**config.mk**
```make
export PLATFORM = sky130hd
export DESIGN_NAME = contiguous_fit_allocator_unit
export DESIGN_NICKNAME = d
export VERILOG_FILES = /design/src/hw/rtl/cfa_pkg.sv /design/src/hw/rtl/cfa_ram.sv /design/src/hw/rtl/cfa_ctrl.sv /design/src/hw/rtl/cfa_datapath.sv /design/src/hw/rtl/contiguous_fit_allocator_unit.sv
export VERILOG_INCLUDE_DIRS = /design/src /design/src/hw/rtl
export SDC_FILE = /design/constraint.sdc
export NUM_CORES = 2
export LEC_CHECK = 0
export BUFFER_PORTS_ARGS = -buffer_cell sky130_fd_sc_hd__buf_2
export CORE_ASPECT_RATIO = 0.6
export CORE_MARGIN = 4
export CORE_UTILIZATION = 42
export DETAILED_ROUTE_END_ITERATION = 10
export HOLD_SLACK_MARGIN = 0.06
export SYNTH_ARGS = -nofsm -noshare
export SYNTH_HDL_FRONTEND = slang
export SYNTH_SLANG_ARGS = --single-unit
```
**constraint.sdc**
```tcl
create_clock -name i_clk -period 6.6 [get_ports i_clk]
set_clock_uncertainty 0.05 [all_clocks]
set_input_delay 0.66 -clock i_clk [delete_from_list [all_inputs] [get_ports i_clk]]
set_output_delay 0.66 -clock i_clk [all_outputs]
set_load 0.02 [all_outputs]
```
**src/hw/rtl/contiguous_fit_allocator_unit_defines.svh**
```systemverilog
// Assertion macros shared by the allocator RTL.
`ifndef CONTIGUOUS_FIT_ALLOCATOR_UNIT_DEFINES_SVH
`define CONTIGUOUS_FIT_ALLOCATOR_UNIT_DEFINES_SVH

// Same-cycle implication, disabled while in reset.
`define CFA_ASSERT_NOW(label, clk, rst_n, ante, cons, msg) \
    label: assert property (@(posedge clk) disable iff (!(rst_n)) (ante) |-> (cons)) \
        else $error(msg);

// Next-cycle implication, disabled while in reset.
`define CFA_ASSERT_NEXT(label, clk, rst_n, ante, cons, msg) \
    label: assert property (@(posedge clk) disable iff (!(rst_n)) (ante) |=> (cons)) \
        else $error(msg);

`endif

```
**src/hw/rtl/cfa_pkg.sv**
```systemverilog
package cfa_pkg;

    localparam int unsigned SIZE_W  = 31;
    localparam int unsigned OUT_IDX_W = 6;
    localparam int unsigned COUNT_W = 32;

    localparam logic [1:0] MODE_LOAD    = 2'd0;
    localparam logic [1:0] MODE_REQUEST = 2'd1;
    localparam logic [1:0] MODE_RESTORE = 2'd2;

    localparam logic [1:0] POL_FIRST = 2'd0;
    localparam logic [1:0] POL_BEST  = 2'd1;
    localparam logic [1:0] POL_WORST = 2'd2;

    typedef struct packed {
        logic [1:0]        mode;
        logic [SIZE_W-1:0] size_value;
    } t_in_req;

    typedef struct packed {
        logic                 granted;
        logic [OUT_IDX_W-1:0] block_index;
        logic [COUNT_W-1:0]   request_number;
        logic [COUNT_W-1:0]   granted_total;
    } t_out_rsp;

    typedef struct packed {
        logic load;
        logic req_start;
        logic rst_start;
        logic rd_issue;
        logic rd_restore;
        logic finish;
    } t_cfa_cmd;

    typedef struct packed {
        logic loaded_zero;
        logic addr_last;
        logic out_free;
    } t_cfa_status;

endpackage

```
**src/hw/rtl/cfa_ram.sv**
```systemverilog
module cfa_ram #(
    parameter int unsigned WIDTH = 31,
    parameter int unsigned DEPTH = 64
) (
    input  logic                                   i_clk,
    input  logic                                   i_we,
    input  logic [$clog2(DEPTH > 1 ? DEPTH : 2)-1:0] i_waddr,
    input  logic [WIDTH-1:0]                       i_wdata,
    input  logic [$clog2(DEPTH > 1 ? DEPTH : 2)-1:0] i_raddr,
    output logic [WIDTH-1:0]                       o_rdata
);

    logic [WIDTH-1:0] r_mem [DEPTH];
    logic [WIDTH-1:0] r_rdata;

    always_ff @(posedge i_clk) begin
        if (i_we) begin
            r_mem[i_waddr] <= i_wdata;
        end
        r_rdata <= r_mem[i_raddr];
    end

    assign o_rdata = r_rdata;

endmodule

```
**src/hw/rtl/cfa_ctrl.sv**
```systemverilog
`include "contiguous_fit_allocator_unit_defines.svh"

module cfa_ctrl (
    input  logic                 i_clk,
    input  logic                 i_rst_n,
    input  logic                 i_in_valid,
    input  logic [1:0]           i_mode,
    output logic                 o_in_stall,
    input  cfa_pkg::t_cfa_status i_status,
    output cfa_pkg::t_cfa_cmd    o_cmd
);
    import cfa_pkg::*;

    localparam logic [2:0] ST_IDLE      = 3'd0;
    localparam logic [2:0] ST_SCAN      = 3'd1;
    localparam logic [2:0] ST_LAST      = 3'd2;
    localparam logic [2:0] ST_WB        = 3'd3;
    localparam logic [2:0] ST_REST      = 3'd4;
    localparam logic [2:0] ST_REST_LAST = 3'd5;

    logic [2:0] r_state;
    logic [2:0] n_state;
    t_cfa_cmd   w_cmd;
    logic       w_accept;

    assign w_accept   = i_in_valid && (r_state == ST_IDLE);
    assign o_in_stall = (r_state != ST_IDLE);

    always_comb begin
        n_state = r_state;
        w_cmd   = '0;
        unique case (r_state)
            ST_IDLE: begin
                if (i_in_valid) begin
                    unique case (i_mode)
                        MODE_LOAD: begin
                            w_cmd.load = 1'b1;
                        end
                        MODE_REQUEST: begin
                            w_cmd.req_start = 1'b1;
                            n_state = i_status.loaded_zero ? ST_WB : ST_SCAN;
                        end
                        MODE_RESTORE: begin
                            w_cmd.rst_start = 1'b1;
                            n_state = i_status.loaded_zero ? ST_IDLE : ST_REST;
                        end
                        default: begin
                        end
                    endcase
                end
            end
            ST_SCAN: begin
                w_cmd.rd_issue = 1'b1;
                if (i_status.addr_last) begin
                    n_state = ST_LAST;
                end
            end
            ST_LAST: begin
                n_state = ST_WB;
            end
            ST_WB: begin
                if (i_status.out_free) begin
                    w_cmd.finish = 1'b1;
                    n_state = ST_IDLE;
                end
            end
            ST_REST: begin
                w_cmd.rd_issue   = 1'b1;
                w_cmd.rd_restore = 1'b1;
                if (i_status.addr_last) begin
                    n_state = ST_REST_LAST;
                end
            end
            ST_REST_LAST: begin
                n_state = ST_IDLE;
            end
            default: begin
                n_state = ST_IDLE;
            end
        endcase
    end

    always_ff @(posedge i_clk) begin
        if (!i_rst_n) begin
            r_state <= ST_IDLE;
        end else begin
            r_state <= n_state;
        end
    end

    assign o_cmd = w_cmd;

    `CFA_ASSERT_NEXT(a_req_leaves_idle, i_clk, i_rst_n,
        w_accept && (i_mode == MODE_REQUEST), r_state != ST_IDLE, "request did not start")
    `CFA_ASSERT_NOW(a_finish_only_free, i_clk, i_rst_n,
        w_cmd.finish, i_status.out_free, "result emitted into a full output register")

endmodule

```
**src/hw/rtl/cfa_datapath.sv**
```systemverilog
`include "contiguous_fit_allocator_unit_defines.svh"

module cfa_datapath #(
    parameter int unsigned MAX_BLOCKS = 64
) (
    input  logic                 i_clk,
    input  logic                 i_rst_n,
    input  cfa_pkg::t_in_req     i_in_data,
    input  logic [1:0]           i_cfg_wdata,
    input  logic                 i_cfg_we,
    input  cfa_pkg::t_cfa_cmd    i_cmd,
    output cfa_pkg::t_cfa_status o_status,
    input  logic                 i_out_stall,
    output logic                 o_out_valid,
    output cfa_pkg::t_out_rsp    o_out_data
);
    import cfa_pkg::*;

    localparam int unsigned IDX_W = $clog2(MAX_BLOCKS > 1 ? MAX_BLOCKS : 2);
    localparam int unsigned CNT_W = $clog2(MAX_BLOCKS + 1);

    logic [1:0]         r_policy;
    logic [CNT_W-1:0]   r_loaded;
    logic [CNT_W-1:0]   r_addr;
    logic               r_rd_vld;
    logic               r_rd_rest;
    logic [IDX_W-1:0]   r_rd_idx;
    logic [SIZE_W-1:0]  r_req;
    logic               r_found;
    logic [IDX_W-1:0]   r_best_idx;
    logic [SIZE_W-1:0]  r_best_have;
    logic [COUNT_W-1:0] r_req_cnt;
    logic [COUNT_W-1:0] r_grant_cnt;
    logic               r_out_valid;
    t_out_rsp           r_out_data;

    logic [SIZE_W-1:0]     w_orig_rdata;
    logic [SIZE_W-1:0]     w_rem_rdata;
    logic                  w_full;
    logic                  w_load_wr;
    logic                  w_rem_we;
    logic [IDX_W-1:0]      w_rem_waddr;
    logic [SIZE_W-1:0]     w_rem_wdata;
    logic                  w_eval;
    logic                  w_fits;
    logic                  w_take;
    logic [IDX_W+5:0]      w_idx_ext;
    logic                  w_out_free;

    assign w_full     = (r_loaded == CNT_W'(MAX_BLOCKS));
    assign w_load_wr  = i_cmd.load && !w_full;
    assign w_out_free = !r_out_valid || !i_out_stall;

    always_comb begin
        w_rem_we    = 1'b0;
        w_rem_waddr = r_loaded[IDX_W-1:0];
        w_rem_wdata = i_in_data.size_value;
        priority if (r_rd_vld && r_rd_rest) begin
            w_rem_we    = 1'b1;
            w_rem_waddr = r_rd_idx;
            w_rem_wdata = w_orig_rdata;
        end else if (i_cmd.finish && r_found) begin
            w_rem_we    = 1'b1;
            w_rem_waddr = r_best_idx;
            w_rem_wdata = r_best_have - r_req;
        end else if (w_load_wr) begin
            w_rem_we = 1'b1;
        end
    end

    cfa_ram #(.WIDTH(SIZE_W), .DEPTH(MAX_BLOCKS)) u_orig_ram (
        .i_clk   (i_clk),
        .i_we    (w_load_wr),
        .i_waddr (r_loaded[IDX_W-1:0]),
        .i_wdata (i_in_data.size_value),
        .i_raddr (r_addr[IDX_W-1:0]),
        .o_rdata (w_orig_rdata)
    );

    cfa_ram #(.WIDTH(SIZE_W), .DEPTH(MAX_BLOCKS)) u_rem_ram (
        .i_clk   (i_clk),
        .i_we    (w_rem_we),
        .i_waddr (w_rem_waddr),
        .i_wdata (w_rem_wdata),
        .i_raddr (r_addr[IDX_W-1:0]),
        .o_rdata (w_rem_rdata)
    );

    // Leftover order equals remaining-size order for a fixed request size.
    assign w_eval = r_rd_vld && !r_rd_rest;
    assign w_fits = (w_rem_rdata >= r_req);

    always_comb begin
        unique case (r_policy)
            POL_FIRST: w_take = w_fits && !r_found;
            POL_BEST:  w_take = w_fits && (!r_found || (w_rem_rdata < r_best_have));
            POL_WORST: w_take = w_fits && (!r_found || (w_rem_rdata > r_best_have));
            default:   w_take = 1'b0;
        endcase
    end

    assign w_idx_ext = {6'd0, r_best_idx};

    always_ff @(posedge i_clk) begin
        if (!i_rst_n) begin
            r_policy    <= POL_FIRST;
            r_loaded    <= '0;
            r_addr      <= '0;
            r_rd_vld    <= 1'b0;
            r_rd_rest   <= 1'b0;
            r_found     <= 1'b0;
            r_req_cnt   <= '0;
            r_grant_cnt <= '0;
            r_out_valid <= 1'b0;
        end else begin
            if (i_cfg_we) begin
                r_policy <= i_cfg_wdata;
            end
            if (w_load_wr) begin
                r_loaded <= r_loaded + CNT_W'(1);
            end
            r_rd_vld  <= i_cmd.rd_issue;
            r_rd_rest <= i_cmd.rd_restore;
            if (i_cmd.req_start || i_cmd.rst_start) begin
                r_addr <= '0;
            end else if (i_cmd.rd_issue) begin
                r_addr <= r_addr + CNT_W'(1);
            end
            if (i_cmd.req_start) begin
                r_found <= 1'b0;
            end else if (w_eval && w_take) begin
                r_found <= 1'b1;
            end
            if (i_cmd.rst_start) begin
                r_req_cnt   <= '0;
                r_grant_cnt <= '0;
            end else if (i_cmd.finish) begin
                r_req_cnt   <= r_req_cnt + COUNT_W'(1);
                r_grant_cnt <= r_grant_cnt + COUNT_W'(r_found);
            end
            if (i_cmd.finish) begin
                r_out_valid <= 1'b1;
            end else if (!i_out_stall) begin
                r_out_valid <= 1'b0;
            end
        end
    end

    always_ff @(posedge i_clk) begin
        r_rd_idx <= r_addr[IDX_W-1:0];
        if (i_cmd.req_start) begin
            r_req <= i_in_data.size_value;
        end
        if (w_eval && w_take) begin
            r_best_idx  <= r_rd_idx;
            r_best_have <= w_rem_rdata;
        end
        if (i_cmd.finish) begin
            r_out_data.granted        <= r_found;
            r_out_data.block_index    <= r_found ? w_idx_ext[5:0] : '0;
            r_out_data.request_number <= r_req_cnt;
            r_out_data.granted_total  <= r_grant_cnt + COUNT_W'(r_found);
        end
    end

    assign o_status.loaded_zero = (r_loaded == '0);
    assign o_status.addr_last   = ((r_addr + CNT_W'(1)) == r_loaded);
    assign o_status.out_free    = w_out_free;
    assign o_out_valid          = r_out_valid;
    assign o_out_data           = r_out_data;

    `CFA_ASSERT_NOW(a_scan_in_range, i_clk, i_rst_n,
        i_cmd.rd_issue, r_addr < r_loaded, "read issued beyond loaded entries")
    `CFA_ASSERT_NOW(a_restore_write_alone, i_clk, i_rst_n,
        r_rd_vld && r_rd_rest, !i_cmd.finish && !i_cmd.load, "write port conflict")
    `CFA_ASSERT_NOW(a_out_rise_from_finish, i_clk, i_rst_n,
        $rose(r_out_valid), $past(i_cmd.finish), "result appeared without a finished request")

endmodule

```
**src/hw/rtl/contiguous_fit_allocator_unit.sv**
```systemverilog
// Contiguous fit allocator over a table of up to MAX_BLOCKS free blocks.
// Input channel (i_in_valid / o_in_stall / i_in_data) takes one request per
// handshake: load a block size, allocate a size, or restore original sizes.
// Output channel (o_out_valid / i_out_stall / o_out_data) returns one result
// per allocation: granted flag, block index, request number, grant total.
// i_cfg_we / i_cfg_wdata sets the fit policy: 0 first, 1 best, 2 worst fit.
// A load writes both RAMs unless the table is full. An allocation scans the
// N loaded entries one per cycle through the remaining-size RAM read port,
// then writes back the chosen entry and registers the result; the next
// request can be taken in the cycle in which the result appears. A restore
// copies the N entries from the original size RAM back into the
// remaining-size RAM. Loads and restores give no result.
// Reset empties the table, clears both counters and selects first fit.
// A stalled result stays in the output register; loads and restores still
// proceed behind it, while the next allocation waits at its write-back.
module contiguous_fit_allocator_unit #(
    parameter int unsigned MAX_BLOCKS = 64
) (
    input  logic              i_clk,
    input  logic              i_rst_n,
    input  logic              i_in_valid,
    output logic              o_in_stall,
    input  cfa_pkg::t_in_req  i_in_data,
    output logic              o_out_valid,
    input  logic              i_out_stall,
    output cfa_pkg::t_out_rsp o_out_data,
    input  logic              i_cfg_we,
    input  logic [1:0]        i_cfg_wdata
);
    import cfa_pkg::*;

    t_cfa_cmd    w_cmd;
    t_cfa_status w_status;

    cfa_ctrl u_ctrl (
        .i_clk      (i_clk),
        .i_rst_n    (i_rst_n),
        .i_in_valid (i_in_valid),
        .i_mode     (i_in_data.mode),
        .o_in_stall (o_in_stall),
        .i_status   (w_status),
        .o_cmd      (w_cmd)
    );

    cfa_datapath #(.MAX_BLOCKS(MAX_BLOCKS)) u_datapath (
        .i_clk       (i_clk),
        .i_rst_n     (i_rst_n),
        .i_in_data   (i_in_data),
        .i_cfg_wdata (i_cfg_wdata),
        .i_cfg_we    (i_cfg_we),
        .i_cmd       (w_cmd),
        .o_status    (w_status),
        .i_out_stall (i_out_stall),
        .o_out_valid (o_out_valid),
        .o_out_data  (o_out_data)
    );

endmodule

```
==> metrics.csv <==
stage,metric,value,unit
clocking,h-tree-depth,5,
logic_synthesis,synth_fp_nets,7316,
cells_and_area,drive_gt1_frac,0.305,
critical_path,reg2reg_from,u_datapath.r_loaded[5]$_SDFFE_PN0P_,
power_and_ir_drop,ir_worst_vdd,0.224,mV
global_route,antenna_found_initial,101,
run_status,status,finished clean,
logic_synthesis,ys_warn_count,0,
route,drtIter0Drc,13800,
timing,period_minus_slack,5.38,ns
global_route,grt_pass1_vias,76400,
floorplan,start_util,0.423,
logic_synthesis,syn_area,165000,um2
route,postRouteAntennaNets,0,
logic_synthesis,synth_seq_cells,4262,
logic_synthesis,ys_seq_area_frac,0.768,
critical_path,crit_type,register to register,
critical_path,ff2ff_path_depth,8,
place,placement.io_buffers,112,
timing,maxSlewViolCount,0,
critical_path,r2r_end,u_datapath.u_rem_ram.r_mem[54][16]$_DFFE_PP_,
clocking,cts_buffers,380,
route,wl_per_cell,34.6,um
logic_synthesis,yosysTopAreaCell,edfxtp_1,
critical_path,worstPathRequired,7.11,ns
route,post_drt_via_cell_ratio,6.08,
floorplan,die_h,493,um
floorplan,die-area,402000,um2
timing,timing.final.crit_share,0.816,
worst_hold_path,hp-start,i_in_data[16],
global_route,grt-ovfl-total,0,
critical_path,crit_fanout,18,
critical_path,critPathCapture,u_datapath.u_rem_ram.r_mem[54][16]$_DFFE_PP_,
power_and_ir_drop,p_per_area,305,nW/um2
critical_path,startpoint_type,register,
flow_run,cap_violations,0,
critical_path,crit_start,u_datapath.r_loaded[5]$_SDFFE_PN0P_,
place,globalplace.congestion,0.893,
route,routed-via-count,79800,
place,hpwl,287,mm
worst_hold_path,worstHoldPathType,input port to register,
cells_and_area,layout_common_cells,"edfxtp_1, mux4_2, clkbuf_16",
cells_and_area,fillCellCount,31100,
power_and_ir_drop,p_leak,0.0560,uW
clocking,cts_tree,yes,
logic_synthesis,synth_area_per_cell,22.9,um2
critical_path,rrSetupSlack,1.22,ns
timing,hold_viol_final,0,
route,wl_met2,188,mm
timing,worstMarginPinSlew,1.41,ns
clocking,clk_path_buf_depth,4,
global_route,grt_pass1_wl,629,mm
place,placed_area,174000,um2
route,highest_layer,met5,
cells_and_area,areaGrowthSynthToFinish,13.1,%
clocking,path_clk_slew,0.06,ns
timing,setup_viol,0,
floorplan,row_count,177,
route,detailedRoute.firstPassIterationCount,8,
floorplan,core_area,389000,um2
logic_synthesis,synthFlopType,edfxtp_1,
cells_and_area,final_common_cell,edfxtp_1,
clocking,cts_sinks,4262,
route,drt-total-wl,453,mm
route,drcViolationCount,0,
clocking,cts-root-buf,clkbuf_16,
place,dp_cells,12400,
timing,max_freq,186,MHz
logic_synthesis,synthArstFlopShare,0,
logic_synthesis,ys_types,61,
timing,maxSlewHeadroom,0.0616,
logic_synthesis,synthCells,7175,
timing,finalWorstSetupSlack,1.22,ns
cells_and_area,design_area,186000,um2
place,post-place-ws,1.44,ns
logic_synthesis,synth_edf_count,4107,
floorplan,die_x,816,um
cells_and_area,final_nets,7701,
route,wl_met3,62.7,mm
global_route,grt_max_degree,146,
floorplan,io_pins,113,
timing,finalSetupTns,0,ns
global_route,grt_usage,0.222,
route,met1_length,195,mm
critical_path,arrival,5.90,ns
clocking,clk_latency,0.95,ns
critical_path,worstSetupEndpointType,register,
logic_synthesis,synth_top_cells_by_area,"edfxtp_1, mux4_2, dfxtp_1, ha_1, nor2_1",
cells_and_area,stdcell_count,13100,
logic_synthesis,synth_top_area_share,0.749,
timing,grt_setup_unrepaired,false,
==> synthesized netlist by cell type, drive strengths merged (8+ instances only) <==
cell and count:
edfxtp 4107, mux4 1277, nor2 272, clkbuf 182
buf 167, nand2 156, dfxtp 155, ha 100
a21oi 86, o21ai 83, inv 77, xor2 73
nand3 67, xnor2 50, and3 33, mux2i 32
a21o 31, nand4 27, mux2 26, or3 20
a31oi 19, nor2b 16, nor3 13, and2 12
nand2b 12, a211oi 8
==> routing by layer <==
layer | track usage | vias up
met3 | 0.0741 | 496
met4 | 0.0371 | 22
met2 | 0.298 | 4765
met1 | 0.355 | 43300
li1 | - | 31200
met5 | 0.00363 | -
==> cell type report <==
cell class / count / area (um2) / area share
flip-flops and latches: 4262 / 126000 / 0.679
multi-input cells: 2487 / 37700 / 0.202
clock buffers: 473 / 10200 / 0.0546
well taps: 5191 / 6490 / 0.0349
repair buffers: 352 / 2720 / 0.0146
clock inverters: 228 / 2240 / 0.0121
inverters: 77 / 290 / 0.00156
diodes: 44 / 110 / 0.000591
==> worst min-delay path by stage <==
stage | to | cells past startpoint
final | u_datapath.r_req[16]$_DFFE_PP_ | 1
after global routing | u_datapath.r_req[16]$_DFFE_PP_ | 1
after CTS | u_datapath.r_req[16]$_DFFE_PP_ | 1
after detailed placement | u_datapath.r_best_idx[5]$_DFFE_PP_ | 0
after global placement | u_datapath.r_best_idx[3]$_DFFE_PP_ | 0
after floorplan | u_datapath.r_rd_idx[5]$_DFF_P_ | 0
==> critical path, cell delays in order (launching register included) <==
cell and delay [ns]:
dfxtp_1 0.58, or3_1 0.96, nor3b_1 0.26, a21oi_1 0.22
nand2_1 0.25, nand3_1 0.42, nand4_1 0.78, nor2_4 1.02
buf_4 0.43
==> through the flow <==
| step | util | total power (uW) | hold WS (ns) |
|---|---|---|---|
| final | 0.479 | 56800 | 0.131 |
| after detailed placement | 0.446 | 34900 | 0.378 |
| after global placement | 0.446 | 34900 | 0.367 |
| after CTS | 0.478 | 57200 | 0.0652 |
| after floorplan | - | 33000 | 0.279 |
| after global routing | 0.478 | 58600 | 0.0738 |
==> flip-flops by register name (all words and copies together) (netlist names) <==
name                           flops
u_ctrl.r_state                     3
u_datapath.o_out_data             71
u_datapath.o_out_valid             1
u_datapath.r_addr                  7
u_datapath.r_best_have            31
u_datapath.r_best_idx              6
u_datapath.r_found                 1
u_datapath.r_grant_cnt            32
u_datapath.r_loaded                7
u_datapath.r_policy                2
u_datapath.r_rd_idx                6
u_datapath.r_rd_rest               1
u_datapath.r_rd_vld                1
u_datapath.r_req                  31
u_datapath.r_req_cnt              32
u_datapath.u_orig_ram.o_rdata     31
u_datapath.u_orig_ram.r_mem     1984
u_datapath.u_rem_ram.o_rdata      31
u_datapath.u_rem_ram.r_mem      1984
==> kinds of logic (layout without fill, tap and decap cells) <==
group	count (synthesis)	after routing	share of synthesized area
compound gates	271	271	0.00993
xor+xnor	123	123	0.00655
fa+ha+maj	101	101	0.00772
buf+inv	426	1130	0.0111
flops	4262	4262	0.768
mux	1335	1335	0.178
other cells	0	44	0
simple gates	657	657	0.0181
==> timing repair <==
action | CTS | global route
gates resized for setup | 0 | 0
hold buffers | 5 | 0
buffers inserted | 0 | 0
hold endpoints to repair | 6 | 0
==> where the power goes <==
group	internal, uW	total [uW]	switching (uW)
sequential	29700	29900	115
clock	12500	22500	10000
combinational	1820	4460	2640
Power figures use the tool's default switching activity.
